### src/sv/laplacian_variance_sharpness_macros.svh
// assertion macros for the laplacian variance sharpness block
// included by files that check their own logic, needs clk and arst_n in scope
`ifndef LAPLACIAN_VARIANCE_SHARPNESS_MACROS_SVH
`define LAPLACIAN_VARIANCE_SHARPNESS_MACROS_SVH

// condition holds at every edge out of reset
`define LVS_ASSERT_ALWAYS(lbl, cond, msg) \
	lbl: assert property (@(posedge clk) disable iff (!arst_n) (cond)) else $error(msg);

// same-cycle implication
`define LVS_ASSERT_IMP(lbl, pre, post, msg) \
	lbl: assert property (@(posedge clk) disable iff (!arst_n) (pre) |-> (post)) else $error(msg);

// next-cycle implication
`define LVS_ASSERT_NEXT(lbl, pre, post, msg) \
	lbl: assert property (@(posedge clk) disable iff (!arst_n) (pre) |=> (post)) else $error(msg);

`endif

### src/sv/lvs_pkg.sv
// shared constants and types of the laplacian variance sharpness block
// no dependencies, used by the interfaces, the finish unit and the top level
`default_nettype none

package lvs_pkg;

	// configuration port
	localparam int unsigned CFG_W        = 13;
	localparam int unsigned CFG_IDX_W    = 1;
	localparam int unsigned WIDTH_REG_W  = 12;
	localparam int unsigned HEIGHT_REG_W = 13;

	localparam logic [WIDTH_REG_W-1:0]  WIDTH_RESET  = 12'd1280;
	localparam logic [HEIGHT_REG_W-1:0] HEIGHT_RESET = 13'd720;

	typedef enum logic [CFG_IDX_W-1:0] {
		REG_IMAGE_WIDTH  = 1'b0,
		REG_IMAGE_HEIGHT = 1'b1
	} cfg_reg_t;

	// pixel and gray conversion, gray is q8.8
	localparam int unsigned CHAN_W     = 8;
	localparam int unsigned GRAY_W     = 16;
	localparam int unsigned GRAY_SUM_W = 24;

	localparam logic [15:0] COEF_RED   = 16'd19595;
	localparam logic [15:0] COEF_GREEN = 16'd38470;
	localparam logic [15:0] COEF_BLUE  = 16'd7471;

	// laplacian is a 20 bit signed value, its square fits 36 bits
	localparam int unsigned LAP_W   = 20;
	localparam int unsigned SQ_BITS = 36;

	// score
	localparam int unsigned QUAL_W    = 17;
	localparam int unsigned Q_FRAC    = 16;
	localparam int unsigned DIV_STEPS = 17;
	localparam int unsigned VAR_SCALE = 500;

	localparam logic [QUAL_W-1:0] QUAL_ONE = 17'h10000;

endpackage

`default_nettype wire

### src/sv/lvs_score_if.sv
// score channel of the laplacian variance sharpness block
// depends on lvs_pkg for the score width
`default_nettype none

interface lvs_score_if;
	logic                            valid;
	logic                            ready;
	logic [lvs_pkg::QUAL_W-1:0]      quality;
	logic                            saturated;

	modport source (output valid, output quality, output saturated, input ready);
	modport sink   (input valid, input quality, input saturated, output ready);
endinterface

`default_nettype wire

### src/sv/lvs_finish.sv
// end-of-frame unit: serial shift-add multiplier and restoring divider
// depends on lvs_pkg and lvs_score_if
`default_nettype none

module lvs_finish #(
	parameter int NW    = 24,
	parameter int SUM_W = 43,
	parameter int SQ_W  = 60
) (
	input  logic                    clk,
	input  logic                    arst_n,
	input  logic                    start,
	input  logic [NW-1:0]           n,
	input  logic signed [SUM_W-1:0] sum,
	input  logic [SQ_W-1:0]         sumsq,
	output logic                    busy,
	lvs_score_if.source             score
);

	localparam int MB = SUM_W - 1;
	localparam int PW = SQ_W + NW;
	localparam int KW = $clog2(lvs_pkg::DIV_STEPS);

	typedef enum logic [2:0] {
		F_IDLE,
		F_MUL_SQ,
		F_MUL_MAG,
		F_MUL_N,
		F_CHECK,
		F_DIV,
		F_DONE
	} fin_state_t;

	fin_state_t                  state_q;
	logic [PW-1:0]               acc_q;
	logic [PW-1:0]               a_q;
	logic [MB-1:0]               b_q;
	logic [PW-1:0]               num_q;
	logic [PW-1:0]               dsh_q;
	logic [MB-1:0]               mag_q;
	logic [NW-1:0]               n_q;
	logic [KW-1:0]               k_q;
	logic [lvs_pkg::QUAL_W-1:0]  quot_q;
	logic                        sat_q;
	logic                        valid_q;

	logic [SUM_W-1:0] neg_sum;
	logic [MB-1:0]    mag_in;
	logic [PW-1:0]    acc_step;
	logic [PW-1:0]    den_scaled;
	logic             num_ge;
	logic [PW-1:0]    num_sub;

	assign neg_sum    = -sum;
	assign mag_in     = sum[SUM_W-1] ? neg_sum[MB-1:0] : sum[MB-1:0];
	assign acc_step   = acc_q + (b_q[0] ? a_q : '0);
	assign den_scaled = acc_q * PW'(lvs_pkg::VAR_SCALE);
	assign num_ge     = (num_q >= dsh_q);
	assign num_sub    = num_q - dsh_q;

	always_ff @(posedge clk or negedge arst_n) begin
		if (!arst_n) begin
			state_q <= F_IDLE;
			acc_q   <= '0;
			a_q     <= '0;
			b_q     <= '0;
			num_q   <= '0;
			dsh_q   <= '0;
			mag_q   <= '0;
			n_q     <= '0;
			k_q     <= '0;
			quot_q  <= '0;
			sat_q   <= 1'b0;
			valid_q <= 1'b0;
		end else begin
			unique case (state_q)
				F_IDLE: begin
					if (start) begin
						a_q     <= PW'(sumsq);
						b_q     <= MB'(n);
						acc_q   <= '0;
						mag_q   <= mag_in;
						n_q     <= n;
						state_q <= F_MUL_SQ;
					end
				end
				// sumsq * n
				F_MUL_SQ: begin
					if (b_q != '0) begin
						acc_q <= acc_step;
						a_q   <= a_q << 1;
						b_q   <= b_q >> 1;
					end else begin
						num_q   <= acc_q;
						a_q     <= PW'(mag_q);
						b_q     <= mag_q;
						acc_q   <= '0;
						state_q <= F_MUL_MAG;
					end
				end
				// sum squared, taken off the numerator
				F_MUL_MAG: begin
					if (b_q != '0) begin
						acc_q <= acc_step;
						a_q   <= a_q << 1;
						b_q   <= b_q >> 1;
					end else begin
						num_q   <= num_q - acc_q;
						a_q     <= PW'(n_q);
						b_q     <= MB'(n_q);
						acc_q   <= '0;
						state_q <= F_MUL_N;
					end
				end
				// n squared, then scaled denominator aligned to the top quotient bit
				F_MUL_N: begin
					if (b_q != '0) begin
						acc_q <= acc_step;
						a_q   <= a_q << 1;
						b_q   <= b_q >> 1;
					end else begin
						dsh_q   <= den_scaled << lvs_pkg::Q_FRAC;
						state_q <= F_CHECK;
					end
				end
				F_CHECK: begin
					if (num_ge) begin
						quot_q  <= lvs_pkg::QUAL_ONE;
						sat_q   <= 1'b1;
						valid_q <= 1'b1;
						state_q <= F_DONE;
					end else begin
						quot_q  <= '0;
						sat_q   <= 1'b0;
						k_q     <= KW'(lvs_pkg::DIV_STEPS - 1);
						state_q <= F_DIV;
					end
				end
				F_DIV: begin
					if (num_ge) begin
						num_q <= num_sub;
					end
					quot_q <= {quot_q[lvs_pkg::QUAL_W-2:0], num_ge};
					dsh_q  <= dsh_q >> 1;
					if (k_q == '0) begin
						valid_q <= 1'b1;
						state_q <= F_DONE;
					end else begin
						k_q <= k_q - 1'b1;
					end
				end
				F_DONE: begin
					if (score.ready) begin
						valid_q <= 1'b0;
						state_q <= F_IDLE;
					end
				end
				default: begin
					state_q <= F_IDLE;
				end
			endcase
		end
	end

	assign busy            = (state_q != F_IDLE);
	assign score.valid     = valid_q;
	assign score.quality   = quot_q;
	assign score.saturated = sat_q;

endmodule

`default_nettype wire

### src/flat_wrapper.sv
// flat-port wrapper written by rule: the top's interface ports become plain ports
module lvs_finish_flat 
#(
	parameter int NW    = 24,
	parameter int SUM_W = 43,
	parameter int SQ_W  = 60
)
  (clk, arst_n, start, n, sum, sumsq, busy, score_valid, score_quality, score_saturated, score_ready);
  lvs_score_if score_i ();
  input  logic clk;
  input  logic arst_n;
  input  logic start;
  input  logic [NW-1:0] n;
  input  logic signed [SUM_W-1:0] sum;
  input  logic [SQ_W-1:0] sumsq;
  output logic busy;
  output wire logic [$bits(score_i.valid)-1:0] score_valid;
  output wire logic [$bits(score_i.quality)-1:0] score_quality;
  output wire logic [$bits(score_i.saturated)-1:0] score_saturated;
  input wire logic [$bits(score_i.ready)-1:0] score_ready;
  assign score_valid = score_i.valid;
  assign score_quality = score_i.quality;
  assign score_saturated = score_i.saturated;
  assign score_i.ready = score_ready;
  lvs_finish #(.NW(NW), .SUM_W(SUM_W), .SQ_W(SQ_W)) u_core (.clk(clk), .arst_n(arst_n), .start(start), .n(n), .sum(sum), .sumsq(sumsq), .busy(busy), .score(score_i));
endmodule
### config.mk
export PLATFORM = sky130hd
export DESIGN_NAME = lvs_finish_flat
export DESIGN_NICKNAME = d
export VERILOG_FILES = /design/src/sv/laplacian_variance_sharpness_macros.svh /design/src/sv/lvs_pkg.sv /design/src/sv/lvs_score_if.sv /design/src/sv/lvs_finish.sv /design/src/flat_wrapper.sv
export SDC_FILE = /design/constraint.sdc
export NUM_CORES = 2
export LEC_CHECK = 0
export ABC_CLOCK_PERIOD_IN_PS = 15800
export BUFFER_PORTS_ARGS = -buffer_cell sky130_fd_sc_hd__buf_2
export CAP_MARGIN = 10
export CORE_MARGIN = 1
export CORE_UTILIZATION = 70
export DETAILED_ROUTE_END_ITERATION = 10
export PLACE_DENSITY = 0.88
export SYNTH_ARGS = -nofsm -noshare
export SYNTH_HDL_FRONTEND = slang
export SYNTH_SLANG_ARGS = --single-unit
export TNS_END_PERCENT = 30
### constraint.sdc
create_clock -name clk -period 15.8 [get_ports clk]
set_input_delay 3.16 -clock clk [delete_from_list [all_inputs] [get_ports clk]]
set_output_delay 3.16 -clock clk [all_outputs]
set_load 0.005 [all_outputs]
Word-level counts from Yosys, hierarchy flattened
Cells that the tools add are included.
{ "totals": {"word_cells": 95, "regBits": 471, "output_inout_bits": 20, "input_bits": 131} }
{ "op_classes": {"n_reduce_logical": 19, "magnitude_cmp": 1, "multipliers": 1, "muxes": 40, "n_addsub": 5, "n_eq_ne": 17} }
{ "op_table": {"columns": ["cell", "count"], "rows": [
  ["two-way mux 84 bit", 12],
  ["one-hot mux 84 bit (3 select lines)", 2],
  ["one-hot mux 84 bit (4 select lines)", 1],
  ["two-way mux 42 bit", 4],
  ["one-hot mux 42 bit (4 select lines)", 1],
  ["one-hot mux 84 bit (2 select lines)", 1],
  ["subtractor 84 bit", 2],
  ["adder 84 bit", 1],
  ["greater-or-equal comparator 84 bit", 1],
  ["multiplier 84 x 7 -> 66 bit, second input constant", 1],
  ["negation 42 bit", 1],
  ["nonzero test 42 bit", 1],
  ["two-way mux 41 bit", 1],
  ["one-hot mux 17 bit (2 select lines)", 1],
  ["one-hot mux 3 bit (7 select lines)", 1],
  ["two-way mux 3 bit", 6],
  ["two-way mux 17 bit", 1],
  ["inequality test 2 bit, second input constant", 7],
  ["nonzero test 3 bit", 4],
  ["two-way mux 5 bit", 2],
  ["one-hot mux 5 bit (2 select lines)", 1],
  ["equality test 3 bit, second input constant", 3],
  ["AND reduction 3 bit", 3],
  ["inequality test 2 x 1 -> 1 bit, second input constant", 4],
  ["14 further kinds", 21]
]} }

Depth between registers and ports, before layout
{ "depth": {"depth_word": 4, "ltp_mapped": 21, "mapped_depth_nobuf": 20} }

Worst setup path before layout
No wires, ideal clock.
{ "synth_timing": {"path_kind": "input to register", "from": "input port sum[8]", "to": "register u_core.mag_q[37]", "required_time_ps": 15671, "t_arrival_ps": 5974, "setup_slack_ps": 9697, "path_buffers": 0, "path_stages": 10, "setup_ps": 129, "cell_sequence": "or4_1 -> nor4_2 -> nand3_1 -> or3_1 -> or3_1 -> or3_1 -> or3_1 -> o31ai_1 -> xor2_1 -> o21ai_1"} }
{ "synth_via": {"elab_chain_cells": 2} }
{ "synth_rtl": {"columns": ["item", "line_no", "text"], "rows": [
  ["start, declared", "flat_wrapper.sv:14", "input logic signed [SUM_W-1:0] sum;"],
  ["negation 42 bit", "lvs_finish.sv:54", "assign neg_sum = -sum;"],
  ["two-way mux 42 bit", "lvs_finish.sv:55", "assign mag_in = sum[SUM_W-1] ? neg_sum[MB-1:0] : sum[MB-1:0];"],
  ["end signal, assigned", "lvs_finish.sv:82", "mag_q <= mag_in;"],
  ["end, declared", "lvs_finish.sv:40", "logic [MB-1:0] mag_q;"]
]} }
No other way between the ends.
A chain may end at the register's enable or synchronous reset.

Worst setup path in the final report
{ "layout_timing": {"from": "register u_core.acc_q[5]", "to": "register u_core.dsh_q[76]"} }
{ "layout_via": {"elab_chain_cells": 3} }
{ "layout_rtl": {"columns": ["item", "line_no", "text"], "rows": [
  ["start, declared", "lvs_finish.sv:35", "logic [PW-1:0] acc_q;"],
  ["start signal, assigned", "lvs_finish.sv:90", "acc_q <= acc_step;"],
  ["start signal, assigned", "lvs_finish.sv:104", "acc_q <= acc_step;"],
  ["start signal, assigned", "lvs_finish.sv:118", "acc_q <= acc_step;"],
  ["multiplier 84 x 7 -> 66 bit", "lvs_finish.sv:57", "assign den_scaled = acc_q * PW'(lvs_pkg::VAR_SCALE);"],
  ["two-way mux 84 bit", "lvs_finish.sv:117", "if (b_q != '0) begin"],
  ["one-hot mux 84 bit (2 select lines)", "lvs_finish.sv:76", "unique case (state_q)"],
  ["end signal, assigned", "lvs_finish.sv:122", "dsh_q <= den_scaled << lvs_pkg::Q_FRAC;"],
  ["end signal, assigned", "lvs_finish.sv:144", "dsh_q <= dsh_q >> 1;"],
  ["end, declared", "lvs_finish.sv:39", "logic [PW-1:0] dsh_q;"]
]} }
No other way between the ends. The select of a mux whose other input is x is not followed.

==> flow_metrics.tcl <==
set metrics [dict create \
    grt_max_degree 148 \
    first_global_vias 43100 \
    cts_root_buffer "clkbuf_16" \
    fin_setup_tns_ps 0 \
    crit_path_end_kind "flop" \
    gr-total-overflow 0 \
    setup.worst_path.class "reg2reg" \
    crit_required_ps 16260 \
    drt-wirelength-per-cell_microns 24.3 \
    setup_violations 0 \
    reg2reg_setup_slack_ps 9210 \
    synth_xor_xnor_area_share_pct 6.14 \
    cpMaxStageDelayCell "fa_1" \
    cts_resized 0 \
    postRouteAntennaNets 0 \
    ys_ff_latch 471 \
    r2r_cells 19 \
    synth_cell_types 80 \
    gp_congestion 1.07 \
    synthToLayoutAreaGrowth_pct 6.23 \
    post_cts_buffers 0 \
    synth_edf_count 0 \
    fin_crit_ps 6590 \
    relSlewSlack_pct 18.3 \
    synth_top_area_share_pct 25.1 \
    synthesis.area_sq_um 46900 \
    num_io_pins 151 \
    die_h_microns 261 \
    antenna_found_initial 5 \
    synthSimpleGateAreaFrac_pct 15.6 \
    fill_cells 4735 \
    ys.flop_type "dfrtp_1" \
    critPathMaxStageDelay_ps 530 \
    hold_start "u_core.n_q[15]$_DFFE_PN0P_" \
    port_buffers 150 \
    start_util_pct 71.1 \
    postCtsHoldBufs 0 \
    cts_max_level 2 \
    clk_pin_slew_worst_paths_ps 70 \
    synth_mux_area_share_pct 0.392 \
    avgSynthCellArea_sq_um 8.05 \
    synth_top_family_by_area "compound AO/OA/AOI/OAI gates" \
    reg2reg_from "u_core.acc_q[5]$_DFFE_PN0P_" \
    synth_compound_area_share_pct 25.4 \
    grt_pass1_wl_mm 246 \
    dieArea_sq_um 68100 \
    coreArea_sq_um 66000 \
    cts_buffers 52 \
    final_hold_viol_count 0 \
    skew_ps 58.2 \
    grt_util_all_layers_pct 47.1 \
    synth_fp_nets 6581 \
    path_buf_inv 2 \
    worst_pin_slew_ps 1230 \
    cts_tree "done" \
    worst_ep_arrival_time_ps 7040 \
    violations "DRC" \
    rsz0062_at_grt "no" \
    cp_cell_sequence "inv_1 -> fa_1 -> fa_1 -> fa_1 -> inv_1 -> fa_1 -> ha_1 -> a211oi_1 -> o21bai_1 -> a221o_1 -> a221o_1 -> a41oi_1 -> o41a_1 -> o211ai_1 -> a41o_1 -> a221o_1 -> a221oi_1 -> xor2_1 -> o21ai_1" \
    finalMaxSlewViolations 0 \
    fmax_mhz 152 \
    die_x_microns 261 \
    dp_hpwl_mm 124 \
    place_inst 6548 \
    synth-async-reset-ratio_pct 100 \
    clock-sinks 471 \
    rows 94 \
    min_path_cells 2 \
    dr.pass1.iters 11 \
    drc 2 \
    final_nets 6495 \
    cap_violations 0 \
    worst_slack_ps 9210 \
    vias 46100 \
    yosysTopAreaCell "dfrtp_1" \
    path_common_cell "fa_1" \
    insertion_delay_ps 660 \
    viasPerCell 6.94 \
    finalCritPeriodShare_pct 41.7 \
    synthAdderAreaFrac_pct 20.6 \
    netlist_instances 5825 \
    layout_commonest_cell "nand2_1" \
    mostFrequentLayoutCells "599 x nand2_1, 554 x a21oi_1, 520 x inv_1" \
    hold_class "reg2reg" \
    area.sequential_sq_um 11800 \
    multiInputGateArea_sq_um 32000 \
    clockBufferDepth 3 \
    run_status "complete, but fails checks" \
    crit_family "compound AO/OA/AOI/OAI gates" \
    path_max_fanout 6 \
    startpoint_type "flop" \
    final_cells 6648 \
    rr_endpoint "u_core.dsh_q[76]$_DFFE_PN0P_" \
    dp_worst_setup_slack_ps 9270 \
    yosysSeqAreaShare_pct 25.1 \
    wl_mm 161 \
    startpoint "u_core.acc_q[5]$_DFFE_PN0P_" \
    drive_gt1_share_pct 5.40 \
    yosys-top-cells-area "dfrtp_1 25%, fa_1 10%, ha_1 10%" \
    yosys_warnings 0 \
    holdPathEnd "u_core.n_q[15]$_DFFE_PN0P_" \
    drtIter0Drc 6444 \
]
[worst min-delay path: stages, from the launching register on]
cell and delay, ps:
dfrtp_1 340, nand2_1 50, nand2_1 60
[worst max path at each step]
stage                                              end  slack [ps]  depth (start not counted)
after CTS                 u_core.dsh_q[76]$_DFFE_PN0P_        9250                         19
final                     u_core.dsh_q[76]$_DFFE_PN0P_        9210                         19
after global routing      u_core.dsh_q[76]$_DFFE_PN0P_        8920                         19
after global placement    u_core.mag_q[37]$_DFFE_PN0P_        9300                         11
after floorplan           u_core.mag_q[37]$_DFFE_PN0P_        9700                         10
after detailed placement  u_core.mag_q[37]$_DFFE_PN0P_        9270                         11
[layout make-up]
type	instances	share of cell area, %
diodes	2	0.0100
flip-flops and latches	471	23.7
multi-input cells	4510	64.3
repair buffers	184	2.08
well taps	864	2.17
inverters	520	3.92
clock inverters	30	0.957
clock buffers	67	2.93
[state kept, by name, summed over array words and instances, names as in the netlist]
signal,cells
u_core.mag_q,42
u_core.score.quality,17
u_core.a_q,84
u_core.dsh_q,84
u_core.num_q,84
u_core.acc_q,84
u_core.score.valid,1
u_core.score.saturated,1
u_core.n_q,24
u_core.b_q,42
u_core.k_q,5
u_core.state_q,3
[logic make-up (layout without fill, tap and decap cells)]
logic type | after synthesis | after routing
buffers and inverters | 844 | 801
AND/OR/NAND/NOR | 1594 | 1594
adder cells (fa/ha/maj) | 626 | 626
XOR/XNOR | 329 | 329
other | 0 | 2
AO/OA/AOI/OAI | 1943 | 1943
multiplexers | 18 | 18
flip-flops | 471 | 471
[metrics by stage]
step / hold slack, ps / cell area [sq um] / util, %
final: 473 / 49800 / 75.5
after global routing: 504 / 49800 / 75.5
after CTS: 472 / 49800 / 75.5
after detailed placement: 457 / 47900 / 72.6
after global placement: 452 / 47900 / 72.6
after floorplan: 440 / 46900 / -
[layer usage]
| metal | vias up | GRT usage [%] | share of wire [%] |
|---|---|---|---|
| met3 | 427 | 21.4 | 18 |
| met5 | - | 0 | 0.021 |
| met4 | 6 | 13.5 | 3.3 |
| met1 | 22000 | 65.8 | 39 |
| met2 | 3339 | 65.3 | 40 |
| li1 | 20400 | - | - |
[synthesized netlist by cell type, types with 102 or more instances]
cell type	count
nand4_1	115
o21ai_0	517
ha_1	383
inv_1	520
nand3_1	125
xor2_1	156
clkbuf_1	303
nor2_1	401
fa_1	242
dfrtp_1	471
xnor2_1	173
a21o_1	155
a21oi_1	554
nand2_1	601
a31oi_1	102
Power is not shown: default switching activity piles up to over one toggle a cycle in this logic, so the estimate is an artifact.
